## config.mk

```make
export PLATFORM = sky130hd
export DESIGN_NAME = packet_header_deframer
export DESIGN_NICKNAME = d
export VERILOG_FILES = /design/src/hdl/phd_pkg.sv /design/src/hdl/packet_header_deframer.sv
export SDC_FILE = /design/constraint.sdc
export NUM_CORES = 1
export LEC_CHECK = 0
export BUFFER_PORTS_ARGS = -buffer_cell sky130_fd_sc_hd__buf_2
export CAP_MARGIN = 10
export CORE_ASPECT_RATIO = 1.4
export CORE_MARGIN = 3
export CORE_UTILIZATION = 45
export DETAILED_ROUTE_END_ITERATION = 16
export PLACE_DENSITY_LB_ADDON = 0.2
export SLEW_MARGIN = 40
export SYNTH_ARGS = -nofsm -noshare
export SYNTH_HDL_FRONTEND = slang
export SYNTH_SLANG_ARGS = --single-unit
export TNS_END_PERCENT = 100
```

## constraint.sdc

```tcl
create_clock -name clk -period 11.46 [get_ports clk]
set_input_delay 0.573 -clock clk [delete_from_list [all_inputs] [get_ports clk]]
set_output_delay 0.573 -clock clk [all_outputs]
set_load 0.03 [all_outputs]
```

## src/hdl/phd_pkg.sv

```systemverilog
package phd_pkg;

    localparam int COUNT_W = 17;
    localparam int CFG_INDEX_W = 8;

    localparam logic [COUNT_W-1:0] HEADER_BYTES = COUNT_W'(5);
    localparam logic [COUNT_W-1:0] COUNT_MAX = {COUNT_W{1'b1}};

    localparam logic [COUNT_W-1:0] POS_MAGIC0 = COUNT_W'(0);
    localparam logic [COUNT_W-1:0] POS_MAGIC1 = COUNT_W'(1);
    localparam logic [COUNT_W-1:0] POS_TYPE = COUNT_W'(2);
    localparam logic [COUNT_W-1:0] POS_LEN_LO = COUNT_W'(3);
    localparam logic [COUNT_W-1:0] POS_LEN_HI = COUNT_W'(4);

    localparam logic [CFG_INDEX_W-1:0] REG_MAGIC_FIRST = CFG_INDEX_W'(0);
    localparam logic [CFG_INDEX_W-1:0] REG_MAGIC_SECOND = CFG_INDEX_W'(1);

    typedef enum logic [1:0] {
        ERR_OK    = 2'd0,
        ERR_SHORT = 2'd1,
        ERR_MAGIC = 2'd2,
        ERR_SIZE  = 2'd3
    } err_t;

    typedef struct packed {
        logic [7:0] rx_byte;
        logic       buffer_last;
    } rx_item_t;

    typedef struct packed {
        logic        payload_valid;
        logic [7:0]  payload_byte;
        logic        frame_done;
        err_t        error_code;
        logic [7:0]  message_type;
        logic [15:0] payload_length;
    } res_item_t;

endpackage

```

## src/hdl/packet_header_deframer.sv

```systemverilog
// a result is registered and presented in the cycle after its byte is transferred
// throughput: one byte per cycle; the result register frees as it is taken,
// so rx_ready only drops while a result is held by res_ready low
// reset: rst_n is asynchronous, active low; it clears the byte counter,
// the captured header, the magic registers and the result valid flag
module packet_header_deframer (
    input  logic                              clk,
    input  logic                              rst_n,
    input  logic                              rx_valid,
    output logic                              rx_ready,
    input  phd_pkg::rx_item_t                 rx_data,
    output logic                              res_valid,
    input  logic                              res_ready,
    output phd_pkg::res_item_t                res_data,
    input  logic                              cfg_valid,
    output logic                              cfg_ready,
    input  logic [phd_pkg::CFG_INDEX_W-1:0]   cfg_index,
    input  logic [7:0]                        cfg_data
);

    logic [7:0]                   magic_first_reg;
    logic [7:0]                   magic_second_reg;
    logic [phd_pkg::COUNT_W-1:0]  byte_count_reg;
    logic [phd_pkg::COUNT_W-1:0]  byte_count_next;
    logic                         magic_bad_reg;
    logic                         magic_bad_next;
    logic [7:0]                   type_reg;
    logic [7:0]                   type_next;
    logic [15:0]                  length_reg;
    logic [15:0]                  length_next;
    logic                         res_valid_reg;
    phd_pkg::res_item_t           res_data_reg;
    phd_pkg::res_item_t           res_data_next;

    logic                         rx_fire;
    logic [phd_pkg::COUNT_W-1:0]  total;
    logic [phd_pkg::COUNT_W-1:0]  pay_offset;
    logic [phd_pkg::COUNT_W-1:0]  expect_total;
    logic [7:0]                   frame_type;
    logic [15:0]                  frame_length;
    logic                         frame_magic_bad;

    assign cfg_ready = 1'b1;
    assign rx_ready  = !res_valid_reg || res_ready;
    assign rx_fire   = rx_valid && rx_ready;
    assign res_valid = res_valid_reg;
    assign res_data  = res_data_reg;

    always_comb
    begin
        frame_magic_bad = magic_bad_reg;
        frame_type      = type_reg;
        frame_length    = length_reg;
        res_data_next   = '0;
        pay_offset      = byte_count_reg - phd_pkg::HEADER_BYTES;

        priority if (byte_count_reg == phd_pkg::POS_MAGIC0)
        begin
            frame_magic_bad = (rx_data.rx_byte != magic_first_reg);
        end
        else if (byte_count_reg == phd_pkg::POS_MAGIC1)
        begin
            frame_magic_bad = magic_bad_reg || (rx_data.rx_byte != magic_second_reg);
        end
        else if (byte_count_reg == phd_pkg::POS_TYPE)
        begin
            frame_type = rx_data.rx_byte;
        end
        else if (byte_count_reg == phd_pkg::POS_LEN_LO)
        begin
            frame_length = {length_reg[15:8], rx_data.rx_byte};
        end
        else if (byte_count_reg == phd_pkg::POS_LEN_HI)
        begin
            frame_length = {rx_data.rx_byte, length_reg[7:0]};
        end
        else
        begin
            // pass while magic is good and declared length not yet reached
            if (!magic_bad_reg && (pay_offset < {1'b0, length_reg}))
            begin
                res_data_next.payload_valid = 1'b1;
                res_data_next.payload_byte  = rx_data.rx_byte;
            end
        end

        // saturating count
        total = (byte_count_reg == phd_pkg::COUNT_MAX) ? byte_count_reg
                                                        : byte_count_reg + 1'b1;
        expect_total = phd_pkg::HEADER_BYTES + {1'b0, frame_length};

        byte_count_next = total;
        magic_bad_next  = frame_magic_bad;
        type_next       = frame_type;
        length_next     = frame_length;

        if (rx_data.buffer_last)
        begin
            res_data_next.frame_done     = 1'b1;
            res_data_next.message_type   = frame_type;
            res_data_next.payload_length = frame_length;
            priority if (total < phd_pkg::HEADER_BYTES)
                res_data_next.error_code = phd_pkg::ERR_SHORT;
            else if (frame_magic_bad)
                res_data_next.error_code = phd_pkg::ERR_MAGIC;
            else if (total != expect_total)
                res_data_next.error_code = phd_pkg::ERR_SIZE;
            else
                res_data_next.error_code = phd_pkg::ERR_OK;
            byte_count_next = '0;
            magic_bad_next  = 1'b0;
            type_next       = '0;
            length_next     = '0;
        end
    end

    always_ff @(posedge clk or negedge rst_n)
    begin
        if (!rst_n)
        begin
            magic_first_reg  <= '0;
            magic_second_reg <= '0;
        end
        else if (cfg_valid && cfg_ready)
        begin
            if (cfg_index == phd_pkg::REG_MAGIC_FIRST)
                magic_first_reg <= cfg_data;
            else if (cfg_index == phd_pkg::REG_MAGIC_SECOND)
                magic_second_reg <= cfg_data;
        end
    end

    always_ff @(posedge clk or negedge rst_n)
    begin
        if (!rst_n)
        begin
            byte_count_reg <= '0;
            magic_bad_reg  <= 1'b0;
            type_reg       <= '0;
            length_reg     <= '0;
        end
        else if (rx_fire)
        begin
            byte_count_reg <= byte_count_next;
            magic_bad_reg  <= magic_bad_next;
            type_reg       <= type_next;
            length_reg     <= length_next;
        end
    end

    always_ff @(posedge clk or negedge rst_n)
    begin
        if (!rst_n)
            res_valid_reg <= 1'b0;
        else if (rx_fire)
            res_valid_reg <= 1'b1;
        else if (res_ready)
            res_valid_reg <= 1'b0;
    end

    always_ff @(posedge clk)
    begin
        if (rx_fire)
            res_data_reg <= res_data_next;
    end

    a_last_clears: assert property (@(posedge clk) disable iff (!rst_n)
        rx_fire && rx_data.buffer_last |=> byte_count_reg == '0 && !magic_bad_reg)
        else $error("frame state not cleared after last byte");

    a_count_step: assert property (@(posedge clk) disable iff (!rst_n)
        rx_fire && !rx_data.buffer_last && byte_count_reg != phd_pkg::COUNT_MAX
        |=> byte_count_reg == $past(byte_count_reg) + 1'b1)
        else $error("byte counter did not advance");

    a_verdict_only_done: assert property (@(posedge clk) disable iff (!rst_n)
        res_valid && !res_data.frame_done
        |-> res_data.error_code == phd_pkg::ERR_OK && res_data.message_type == '0
            && res_data.payload_length == '0)
        else $error("verdict fields set on a non-final result");

    a_no_payload_bad_magic: assert property (@(posedge clk) disable iff (!rst_n)
        res_valid && res_data.payload_valid
        |-> res_data.error_code != phd_pkg::ERR_MAGIC)
        else $error("payload passed on a frame with bad magic");

    a_payload_zero: assert property (@(posedge clk) disable iff (!rst_n)
        res_valid && !res_data.payload_valid |-> res_data.payload_byte == '0)
        else $error("payload byte not zero without payload_valid");

endmodule

```

# Yosys cells after proc, flatten, opt, wreduce, memory -nomap -nowiden
# Index checks and enable logic that the tools add are counted.
[word_totals]
register_bits = 95
input_bits = 30
latchBits = 0
n_memories = 0
romBits = 0
mem_bits_rw = 0
out_inout_bits = 39
elab_cells = 67
[classes]
n_bitwise = 3
mul = 0
magnitude_cmp = 2
n_div = 0
n_shift = 0
n_addsub = 3
n_reduce_logical = 14
muxes = 22
eq_ne = 9
[op_table]
columns = ["op", "count"]
rows = [
  ["$mux W16", 6],
  ["$eq A17 B2 Y1 const B", 2],
  ["$mux W17", 2],
  ["$mux W8", 4],
  ["$mux W27", 1],
  ["$add A17 B1 Y17 const B", 1],
  ["$add A3 B16 Y17 const A", 1],
  ["$eq A17 B1 Y1 const B", 1],
  ["$eq A17 B17 Y1 const B", 1],
  ["$eq A17 B3 Y1 const B", 1],
  ["$logic_not A17 Y1", 1],
  ["$lt A17 B16 Y1", 1],
  ["$lt A17 B3 Y1 const B", 1],
  ["$ne A17 B17 Y1", 1],
  ["$sub A17 B3 Y17 const B", 1],
  ["$ne A8 B8 Y1", 2],
  ["$mux W9", 1],
  ["$eq A8 B1 Y1 const B", 1],
  ["$logic_not A8 Y1", 1],
  ["$mux W2", 3],
  ["$reduce_or A6 Y1", 1],
  ["$mux W1", 5],
  ["$reduce_or A5 Y1", 1],
  ["$not A1 Y1", 3],
  ["7 further kinds", 10],
]

# Longest topological paths before layout
# Gate-level depths: netlist of run 1.
[depth]
depth_word = 12
depth_mapped = 19
depth_no_buf = 17

# Worst setup path before layout of run 1
# OpenSTA, ideal clock, no wires.
[synth_timing]
kind = "reg-to-reg"
from = "register byte_count_reg[0] (netlist bit)"
to = "register res_data_reg (netlist bit res_data[25]) (data pin)"
n_path_buf = 2
setup_time_ps = 175
arrival_ps = 3711
period_less_slack_ps = 3886
t_required_ps = 11285
path_stages_with_launch = 20
path_slack_ps = 7574
cell_sequence = "dfrtp_1 > buf_2 > inv_1 > ha_1 > nand2b_1 > or3_1 > nor3_4 > buf_4 > mux2i_1 > inv_1 > ha_1 > inv_1 > a211oi_1 > a21bo_2 > nand3_1 > or3b_2 > o211a_1 > o2bb2ai_1 > nor3_1 > a311oi_1"
[synth_between]
elab_cells_between_ends = 21
classes_between = "add/sub (2); order compare (1); eq/ne (6); mux (10); reduce/logical (2)"
[synth_rtl]
columns = ["item", "line_no", "rtl"]
rows = [
  ["start: declaration", "packet_header_deframer.sv:23", "logic [phd_pkg::COUNT_W-1:0] byte_count_reg;"],
  ["start signal: assignment", "packet_header_deframer.sv:144", "byte_count_reg <= byte_count_next;"],
  ["$eq A17 B2 Y1", "packet_header_deframer.sv:69", "else if (byte_count_reg == phd_pkg::POS_LEN_LO)"],
  ["$mux W16", "packet_header_deframer.sv:69", ""],
  ["$mux W16", "packet_header_deframer.sv:65", "else if (byte_count_reg == phd_pkg::POS_TYPE)"],
  ["$mux W16", "packet_header_deframer.sv:61", "else if (byte_count_reg == phd_pkg::POS_MAGIC1)"],
  ["$mux W16 *", "packet_header_deframer.sv:57", "priority if (byte_count_reg == phd_pkg::POS_MAGIC0)"],
  ["via frame_length[0]", "packet_header_deframer.sv:40", "logic [15:0] frame_length;"],
  ["$add A3 B16 Y17 *", "packet_header_deframer.sv:90", "expect_total = phd_pkg::HEADER_BYTES + {1'b0, frame_length};"],
  ["$ne A17 B17 Y1 *", "packet_header_deframer.sv:106", "else if (total != expect_total)"],
  ["$mux W2 *", "packet_header_deframer.sv:106", ""],
  ["$mux W2 *", "packet_header_deframer.sv:104", "else if (frame_magic_bad)"],
  ["end signal: assignment", "packet_header_deframer.sv:164", "res_data_reg <= res_data_next;"],
  ["end: declaration", "packet_header_deframer.sv:32", "phd_pkg::res_item_t res_data_reg;"],
]
# Mark *: on every way through the listed nets, which the timed path passes. The rest lies on a longest branch.
# A chain may end at the register's enable or synchronous reset.

# Worst setup path after layout of run 1
# Ends and elaborated chain as after synthesis.

==> metrics.csv, run 1 <==
stage,metric,value,unit
run_status,outcome,"complete, no violations",
critical_path,worst-endpoint-required,11.61,ns
critical_path,critPathArrivalTime,4.69,ns
pwr,highest_ir_drop_seen_on_vdd,0.0712,mV
grt,via_count_of_the_first_global_routing_pass,4933,
sta,rsz0062_at_grt,no,
pwr,report.power.total,1.06,mW
cells_and_area,final_layout_size_suffix_gt1_share,17.6,%
sta,hold_violations,0,
grt,grt_overflow,0,
flow_run,maxCapViolations,0,
route,wl_per_cell,19.6,um
sta,finalClockSkew,0.00990,ns
route,via_count,5169,
worst_hold_path,min-delay-path-class,input pin to async pin,
critical_path,timing.critical_path.slowest_cell_delay,0.53,ns
floorplan,core-area,13400,sq um
clocking,tritoncts,yes,
clocking,cts_hold_repair.buffers,0,
route,drc_errors,0,
critical_path,path_delay_family,simple AND/OR/NAND/NOR gates,
clocking,worst_setup_hold_path_clk_slew,0.07,ns
sta,worst_slew_margin_rel,49.2,%
clocking,cts_max_path_buffers,2,
place,detailedPlacementHpwl,12400,um
grt,groute.usage.overall,22.6,%
route,drt-total-wl,17300,um
clocking,cts_resized,0,
floorplan,num_io_pins,69,
logic_synthesis,synth_cell_type_count,68,
sta,min_period_over_period,39.6,%
grt,number_of_antenna_violations_at_the_first_check_in_global_routing,0,
critical_path,worstPathMaxFanout,14,
logic_synthesis,seq_area_frac_synth,41.5,%
sta,max_slew_violation_total_from_the_final_report,0,
cells_and_area,largest_reg_flops,36,
clocking,worstSkewPairLatency,0.35,ns
logic_synthesis,async_reset_ff_share,62.1,%
clocking,cts_num_sinks,95,
route,drt-initial-drc-count,403,
logic_synthesis,synth.ff_latch_count,95,
cells_and_area,final_common_cell,sky130_fd_sc_hd__buf_2,
floorplan,design.die.area,15200,sq um
floorplan,die_height,145,um
place,port_buffers,67,
logic_synthesis,synth_cells,654,
critical_path,critical_path.cell_chain,inv_1 > ha_1 > nand2b_1 > or3_1 > nor3_4 > mux2i_1 > inv_1 > ha_1 > inv_1 > a211oi_1 > a21bo_2 > nand3_1 > or3b_2 > o211a_1 > o2bb2ai_1 > nor3_1 > a311oi_1,
sta,timing.setup.tns,0,ns
critical_path,criticalPathCategory,flop to flop,
route,detailedRoute.firstPassIterationCount,7,
clocking,number_of_buffers_created_by_cts,9,
cells_and_area,flow.area_growth_from_synthesis,11.4,%
cells_and_area,mostFrequentLayoutCells,"sky130_fd_sc_hd__buf_2 (67), sky130_fd_sc_hd__nand2_1 (64), sky130_fd_sc_hd__dfrtp_1 (59)",
sta,tightestPinTransition,0.754,ns
grt,wire_length_of_the_first_global_routing_pass,26800,um
logic_synthesis,edff_count_synth,36,
logic_synthesis,syn-num-nets,705,
route,viasPerCell,5.87,
floorplan,rows,50,
clocking,cts.repair_timing.setup_buffer_count,0,
logic_synthesis,syn_area_per_cell,9.43,sq um
route,drtAntennaViolNets,0,
critical_path,critical_path.n_buffers_inverters,3,
logic_synthesis,ys.warnings.count,0,
floorplan,dieWidth,105,um
clocking,cts_htree_levels,3,
sta,fmax,0.220,GHz
logic_synthesis,dominantRegCellSynth,sky130_fd_sc_hd__dfrtp_1,
critical_path,critical_path.slowest_cell,sky130_fd_sc_hd__dfrtp_1,
clocking,ctsRootBufferMaster,sky130_fd_sc_hd__clkbuf_16,
critical_path,setup.worst_path.end_class,flop,
floorplan,start_util,46.1,%
critical_path,critical_path.most_common_cell,sky130_fd_sc_hd__inv_1,
grt,grt_start_max_net_pins,60,
cells_and_area,num-nets-final,745,
cells_and_area,number_of_antenna_diodes,0,
place,place.gp.congestion,0.972,
pwr,leakagePower,2.90,nW
logic_synthesis,mappedNetlistArea,6170,sq um
sta,post-route-min-period,4.54,ns
pwr,power_per_standard_cell_area,154,nW/um^2
critical_path,worstSetupStartpointType,flop,
sta,setup-violations-final,0,
## metrics by stage
| stage | hold slack (ns) | instance area, sq um | std cells | utilization (%) | setup WS, ns |
|---|---|---|---|---|---|
| final | 0.280 | 6870 | 881 | 51.3 | 6.92 |
| after global routing | 0.326 | 6870 | 881 | 51.3 | 6.66 |
| after CTS | 0.416 | 6860 | 881 | 51.2 | 6.99 |
| after detailed placement | 0.472 | 6560 | 865 | 49.0 | 7.02 |
| after global placement | 0.463 | 6560 | 865 | 49.0 | 7.22 |
| after floorplan | 0.277 | 6170 | 654 | - | 7.57 |
## cell type report
| class | instances | area, sq um |
|---|---|---|
| clock buffers | 11 | 254 |
| clock inverters | 5 | 43.8 |
| fillers | 1281 | 6520 |
| inverters | 23 | 86.3 |
| multi-input cells | 494 | 3330 |
| flip-flops and latches | 95 | 2560 |
| well taps | 182 | 228 |
| repair buffers | 71 | 369 |
## worst register-to-register path: stages, from the launching register on
cell and delay [ns]:
sky130_fd_sc_hd__dfrtp_1 0.53, sky130_fd_sc_hd__inv_1 0.15, sky130_fd_sc_hd__ha_1 0.25, sky130_fd_sc_hd__nand2b_1 0.21, sky130_fd_sc_hd__or3_1 0.43, sky130_fd_sc_hd__nor3_4 0.49
sky130_fd_sc_hd__mux2i_1 0.24, sky130_fd_sc_hd__inv_1 0.10, sky130_fd_sc_hd__ha_1 0.22, sky130_fd_sc_hd__inv_1 0.08, sky130_fd_sc_hd__a211oi_1 0.24, sky130_fd_sc_hd__a21bo_2 0.28
sky130_fd_sc_hd__nand3_1 0.07, sky130_fd_sc_hd__or3b_2 0.45, sky130_fd_sc_hd__o211a_1 0.12, sky130_fd_sc_hd__o2bb2ai_1 0.11, sky130_fd_sc_hd__nor3_1 0.08, sky130_fd_sc_hd__a311oi_1 0.30
## logic make-up (layout without fill, tap and decap cells)
logic type	count (synthesis)	count (layout)	synth area share [%]
AO/OA/AOI/OAI	155	155	15.8
XOR/XNOR	63	63	8.95
adder cells (fa/ha/maj)	21	21	4.26
buffers and inverters	65	110	4.64
flip-flops	95	95	41.5
multiplexers	30	30	5.25
other	1	1	0.0608
AND/OR/NAND/NOR	224	224	19.5
## power by group
part	internal, mW	switching, mW
clock network	0.164	0.145
registers	0.393	0.0255
logic	0.126	0.205
total	0.683	0.375
## Yosys cell counts, drive strengths merged, types with 5 or more instances
cell type	instances	area [sq um]
ha	21	263
clkbuf	23	87.6
nand2b	5	31.3
nand3	17	85.1
a22o	10	87.6
and4	7	61.3
inv	21	78.8
nor3	17	113
mux2	19	214
nor4	14	124
edfxtp	36	1080
o21a	5	37.5
a31oi	6	37.5
a21boi	10	75.1
nand2	64	240
dfrtp	59	1480
o22ai	9	56.3
and2	14	87.6
and3	8	50.1
a21o	6	45.0
nand4	12	96.3
buf	19	113
nor2	47	176
a21oi	50	254
mux2i	11	110
o21ai	36	180
xor2	29	254
xnor2	34	298
## layer usage
| metal | vias up | part of all wire (%) | GRT usage [%] | wire length, um |
|---|---|---|---|---|
| met3 | 35 | 5.0 | 3.62 | 865 |
| met1 | 2512 | 41 | 28.0 | 7060 |
| met5 | - | 0 | 0 | 0 |
| met4 | 0 | 4.0 | 10.8 | 691 |
| met2 | 185 | 50 | 38.8 | 8650 |
| li1 | 2437 | - | - | - |
## final timing paths
check / startpoint / endpoint / slack (ns) / depth (start not counted)
setup / recovery: byte_count_reg[0] / res_data[25] / 6.92 / 17
min in group clk: rx_valid / res_valid / 0.43 / 2
max in group asynchronous: rst_n / byte_count_reg[6] / 10.75 / 2
setup reg to reg: byte_count_reg[0] / res_data[25] / 6.92 / 17
hold reg to reg: type_reg[3] / type_reg[3] / 0.49 / 2
hold / removal: rst_n / magic_second_reg[6] / 0.28 / 2
(Power assumes the default switching activity.)
==> run 2, diff against run 1 <==
--- a/config.mk
+++ b/config.mk
@@ -5,6 +5,7 @@
 export SDC_FILE = /design/constraint.sdc
 export NUM_CORES = 1
 export LEC_CHECK = 0
+export ABC_AREA = 1
 export BUFFER_PORTS_ARGS = -buffer_cell sky130_fd_sc_hd__buf_2
 export CAP_MARGIN = 10
 export CORE_ASPECT_RATIO = 1.4
==> constraint.sdc (replaced) <==
create_clock -name clk -period 3.81 [get_ports clk]
set_input_delay 0.1905 -clock clk [delete_from_list [all_inputs] [get_ports clk]]
set_output_delay 0.1905 -clock clk [all_outputs]
set_load 0.03 [all_outputs]
==> run 2 against run 1 <==
Compared with the run above:
- critical path depth increased by 9
- clock power increased to 3.0 times the previous value
- first-iteration DRC count decreased by 19%
- die area about the same
- largest power group unchanged
==> metrics.csv, run 2 <==
stage,metric,value,unit
cells_and_area,mostFrequentLayoutCells,"sky130_fd_sc_hd__nand2_1 (168), sky130_fd_sc_hd__inv_1 (100), sky130_fd_sc_hd__nor2_1 (72)",
pwr,report.power.total,2.92,mW
critical_path,path_delay_family,simple AND/OR/NAND/NOR gates,
clocking,ctsRootBufferMaster,sky130_fd_sc_hd__clkbuf_16,
clocking,cts_max_path_buffers,2,
pwr,highest_ir_drop_seen_on_vdd,0.239,mV
cells_and_area,final_layout_size_suffix_gt1_share,17.8,%
critical_path,critical_path.most_common_cell,sky130_fd_sc_hd__nand2_1,
route,via_count,5419,
grt,groute.usage.overall,23.9,%
sta,finalClockSkew,0.00824,ns
place,port_buffers,67,
place,place.gp.congestion,0.975,
grt,number_of_antenna_violations_at_the_first_check_in_global_routing,0,
cells_and_area,stdcell_area,7000,sq um
sta,post-route-min-period,3.48,ns
cells_and_area,multiInputGateArea,3060,sq um
clocking,tritoncts,yes,
logic_synthesis,synth_top_cells_by_area,"sky130_fd_sc_hd__dfrtp_1 (24%), sky130_fd_sc_hd__edfxtp_1 (18%), sky130_fd_sc_hd__nand2_1 (10%)",
logic_synthesis,synth_xor_area_share,6.96,%
floorplan,rows,50,
cells_and_area,flow.area_growth_from_synthesis,13.6,%
grt,grtUsageMet3,2.95,%
grt,busiest_layer,met2,
floorplan,core-area,13400,sq um
pwr,switching_share,35.6,%
logic_synthesis,synth.ff_latch_count,95,
cells_and_area,final_common_cell,sky130_fd_sc_hd__nand2_1,
run_status,outcome,"complete, no violations",
sta,fmax,0.287,GHz
cells_and_area,register_area,2560,sq um
logic_synthesis,mappedNetlistArea,6160,sq um
critical_path,worstPathMaxFanout,15,
sta,fin_hold_ws,0.0434,ns
logic_synthesis,syn-num-nets,818,
logic_synthesis,edff_count_synth,36,
route,detailedRoute.firstPassIterationCount,5,
critical_path,worst-endpoint-required,3.94,ns
grt,grt_overflow,0,
logic_synthesis,syn_area_per_cell,8.04,sq um
flow_run,maxCapViolations,0,
clocking,number_of_buffers_created_by_cts,9,
pwr,power.share.combinational,27.4,%
floorplan,die_height,144,um
sta,max_slew_violation_total_from_the_final_report,0,
critical_path,critPathArrivalTime,3.61,ns
logic_synthesis,synth_cell_type_count,43,
sta,tightestPinTransition,0.692,ns
logic_synthesis,cell_with_the_most_instances_after_synthesis,sky130_fd_sc_hd__nand2_1,
logic_synthesis,synth_cells,767,
sta,rsz0062_at_grt,no,
floorplan,start_util,46.0,%
logic_synthesis,seq_area_frac_synth,41.5,%
pwr,leakagePower,3.38,nW
sta,worst_slew_margin_rel,53.5,%
floorplan,num_io_pins,69,
floorplan,design.die.area,15200,sq um
pwr,pwr-share-clk,32.0,%
place,detailedPlacementHpwl,13600,um
logic_synthesis,synth.mux.area_fraction,0,%
pwr,power_per_standard_cell_area,417,nW/um^2
cells_and_area,num-nets-final,883,
logic_synthesis,async_reset_ff_share,62.1,%
logic_synthesis,compound_gate_fraction_of_synth_area,9.40,%
logic_synthesis,ys.warnings.count,0,
critical_path,worstSetupStartpointType,flop,
sta,setup-violations-final,0,
pwr,p_sw,1.04,mW
sta,hold_violations,0,
pwr,power.internal,1.88,mW
clocking,cts_num_sinks,95,
grt,via_count_of_the_first_global_routing_pass,5380,
floorplan,dieWidth,105,um
clocking,worstSkewPairLatency,0.36,ns
logic_synthesis,synth_simple_gate_area_share,28.6,%
grt,wire_length_of_the_first_global_routing_pass,28300,um
route,drc_errors,0,
route,drt-total-wl,17700,um
grt,grt_start_max_net_pins,60,
sta,min_period_over_period,91.4,%
logic_synthesis,synth_top_cell_area_share,23.9,%
grt,grt_use_met1,28.3,%
critical_path,criticalPathCategory,flop to flop,
logic_synthesis,netlist.top_cell.by_area,sky130_fd_sc_hd__dfrtp_1,
logic_synthesis,synth_fa_ha_area_share,4.26,%
logic_synthesis,synth_top_family_by_area,simple AND/OR/NAND/NOR gates,
worst_hold_path,min-delay-path-class,input pin to flop,
route,viasPerCell,5.32,
grt,grt.met2_usage,44.5,%
critical_path,critical_path.n_buffers_inverters,4,
route,drtAntennaViolNets,0,
cells_and_area,number_of_antenna_diodes,0,
cells_and_area,largest_reg_flops,36,
cells_and_area,fillerInstances,1357,
route,drt-initial-drc-count,328,
sta,timing.setup.tns,0,ns
place,place_area,6650,sq um
clocking,cts_htree_levels,3,
route,wl_per_cell,17.4,um
pwr,seq_power_share,40.6,%
critical_path,critical_path.slowest_cell,sky130_fd_sc_hd__dfrtp_2,
critical_path,setup.worst_path.end_class,flop,
clocking,worst_setup_hold_path_clk_slew,0.08,ns
logic_synthesis,netlist_top_cells_count,"sky130_fd_sc_hd__nand2_1 (168), sky130_fd_sc_hd__inv_1 (101), sky130_fd_sc_hd__nor2_1 (73)",
logic_synthesis,dominantRegCellSynth,sky130_fd_sc_hd__dfrtp_1,
critical_path,timing.critical_path.slowest_cell_delay,0.44,ns
## run 2: timing repair
item                       4_1_cts  5_1_grt
setup endpoints to repair        0        2
hold buffers                     0        1
hold endpoints to repair         0       59
setup buffers                    0        2
resized for setup                0        7
## run 2: per-layer routing
layer	share of wire, %	vias up
li1	-	2648
met1	40	2599
met2	53	140
met3	4.0	32
met4	2.4	0
met5	0	-
## run 2: cells by family (layout without fill, tap and decap cells)
logic type | Yosys count | count (layout)
buffers and inverters | 135 | 205
other | 1 | 1
adder cells (fa/ha/maj) | 21 | 21
AO/OA/AOI/OAI | 101 | 101
AND/OR/NAND/NOR | 365 | 365
XOR/XNOR | 49 | 49
flip-flops | 95 | 95
## run 2: layout make-up
class	instances	share of cell area (%)
clock inverters	6	0.929
clock buffers	10	3.41
repair buffers	80	6.27
multi-input cells	537	43.7
inverters	109	5.90
flip-flops and latches	95	36.6
well taps	182	3.25
## run 2: worst reg2reg max path: cells and delay by family (launching register included)
| kind | cells | cell delay, ns |
|---|---|---|
| fa+ha+maj | 2 | 0.40 |
| buf+inv | 4 | 0.34 |
| simple gates | 20 | 2.07 |
| flops | 1 | 0.44 |
## run 2: worst paths after layout
kind                                       endpoint                 from  depth (start not counted)  slack (ns)
worst max-delay path                   res_data[25]    byte_count_reg[1]                         26        0.33
worst min-delay path                   res_data[26]           rx_data[0]                          1        0.04
worst max register to register         res_data[25]    byte_count_reg[1]                         26        0.33
worst min register to register  magic_second_reg[2]  magic_second_reg[2]                          2        0.51
max in group asynchronous            length_reg[12]                rst_n                          3        2.94
min in group asynchronous        byte_count_reg[14]                rst_n                          3        0.41
## run 2: power by group through the flow
stage	Clock [mW]	Combinational, mW	Sequential [mW]
2_1_floorplan	0	0.499	1.26
3_3_place_gp	0	0.779	1.20
3_5_place_dp	0	0.790	1.21
4_1_cts	0.945	0.796	1.19
5_1_grt	0.977	0.893	1.19
6_report	0.935	0.802	1.19
## run 2: metrics by stage
stage	worst slack (ns)	std cells	util, %
after global placement	0.270	1000	49.6
after CTS	0.138	1016	51.9
after detailed placement	0.197	1000	49.6
final	0.328	1019	52.3
after floorplan	0.843	767	-
after global routing	0.0164	1019	52.3
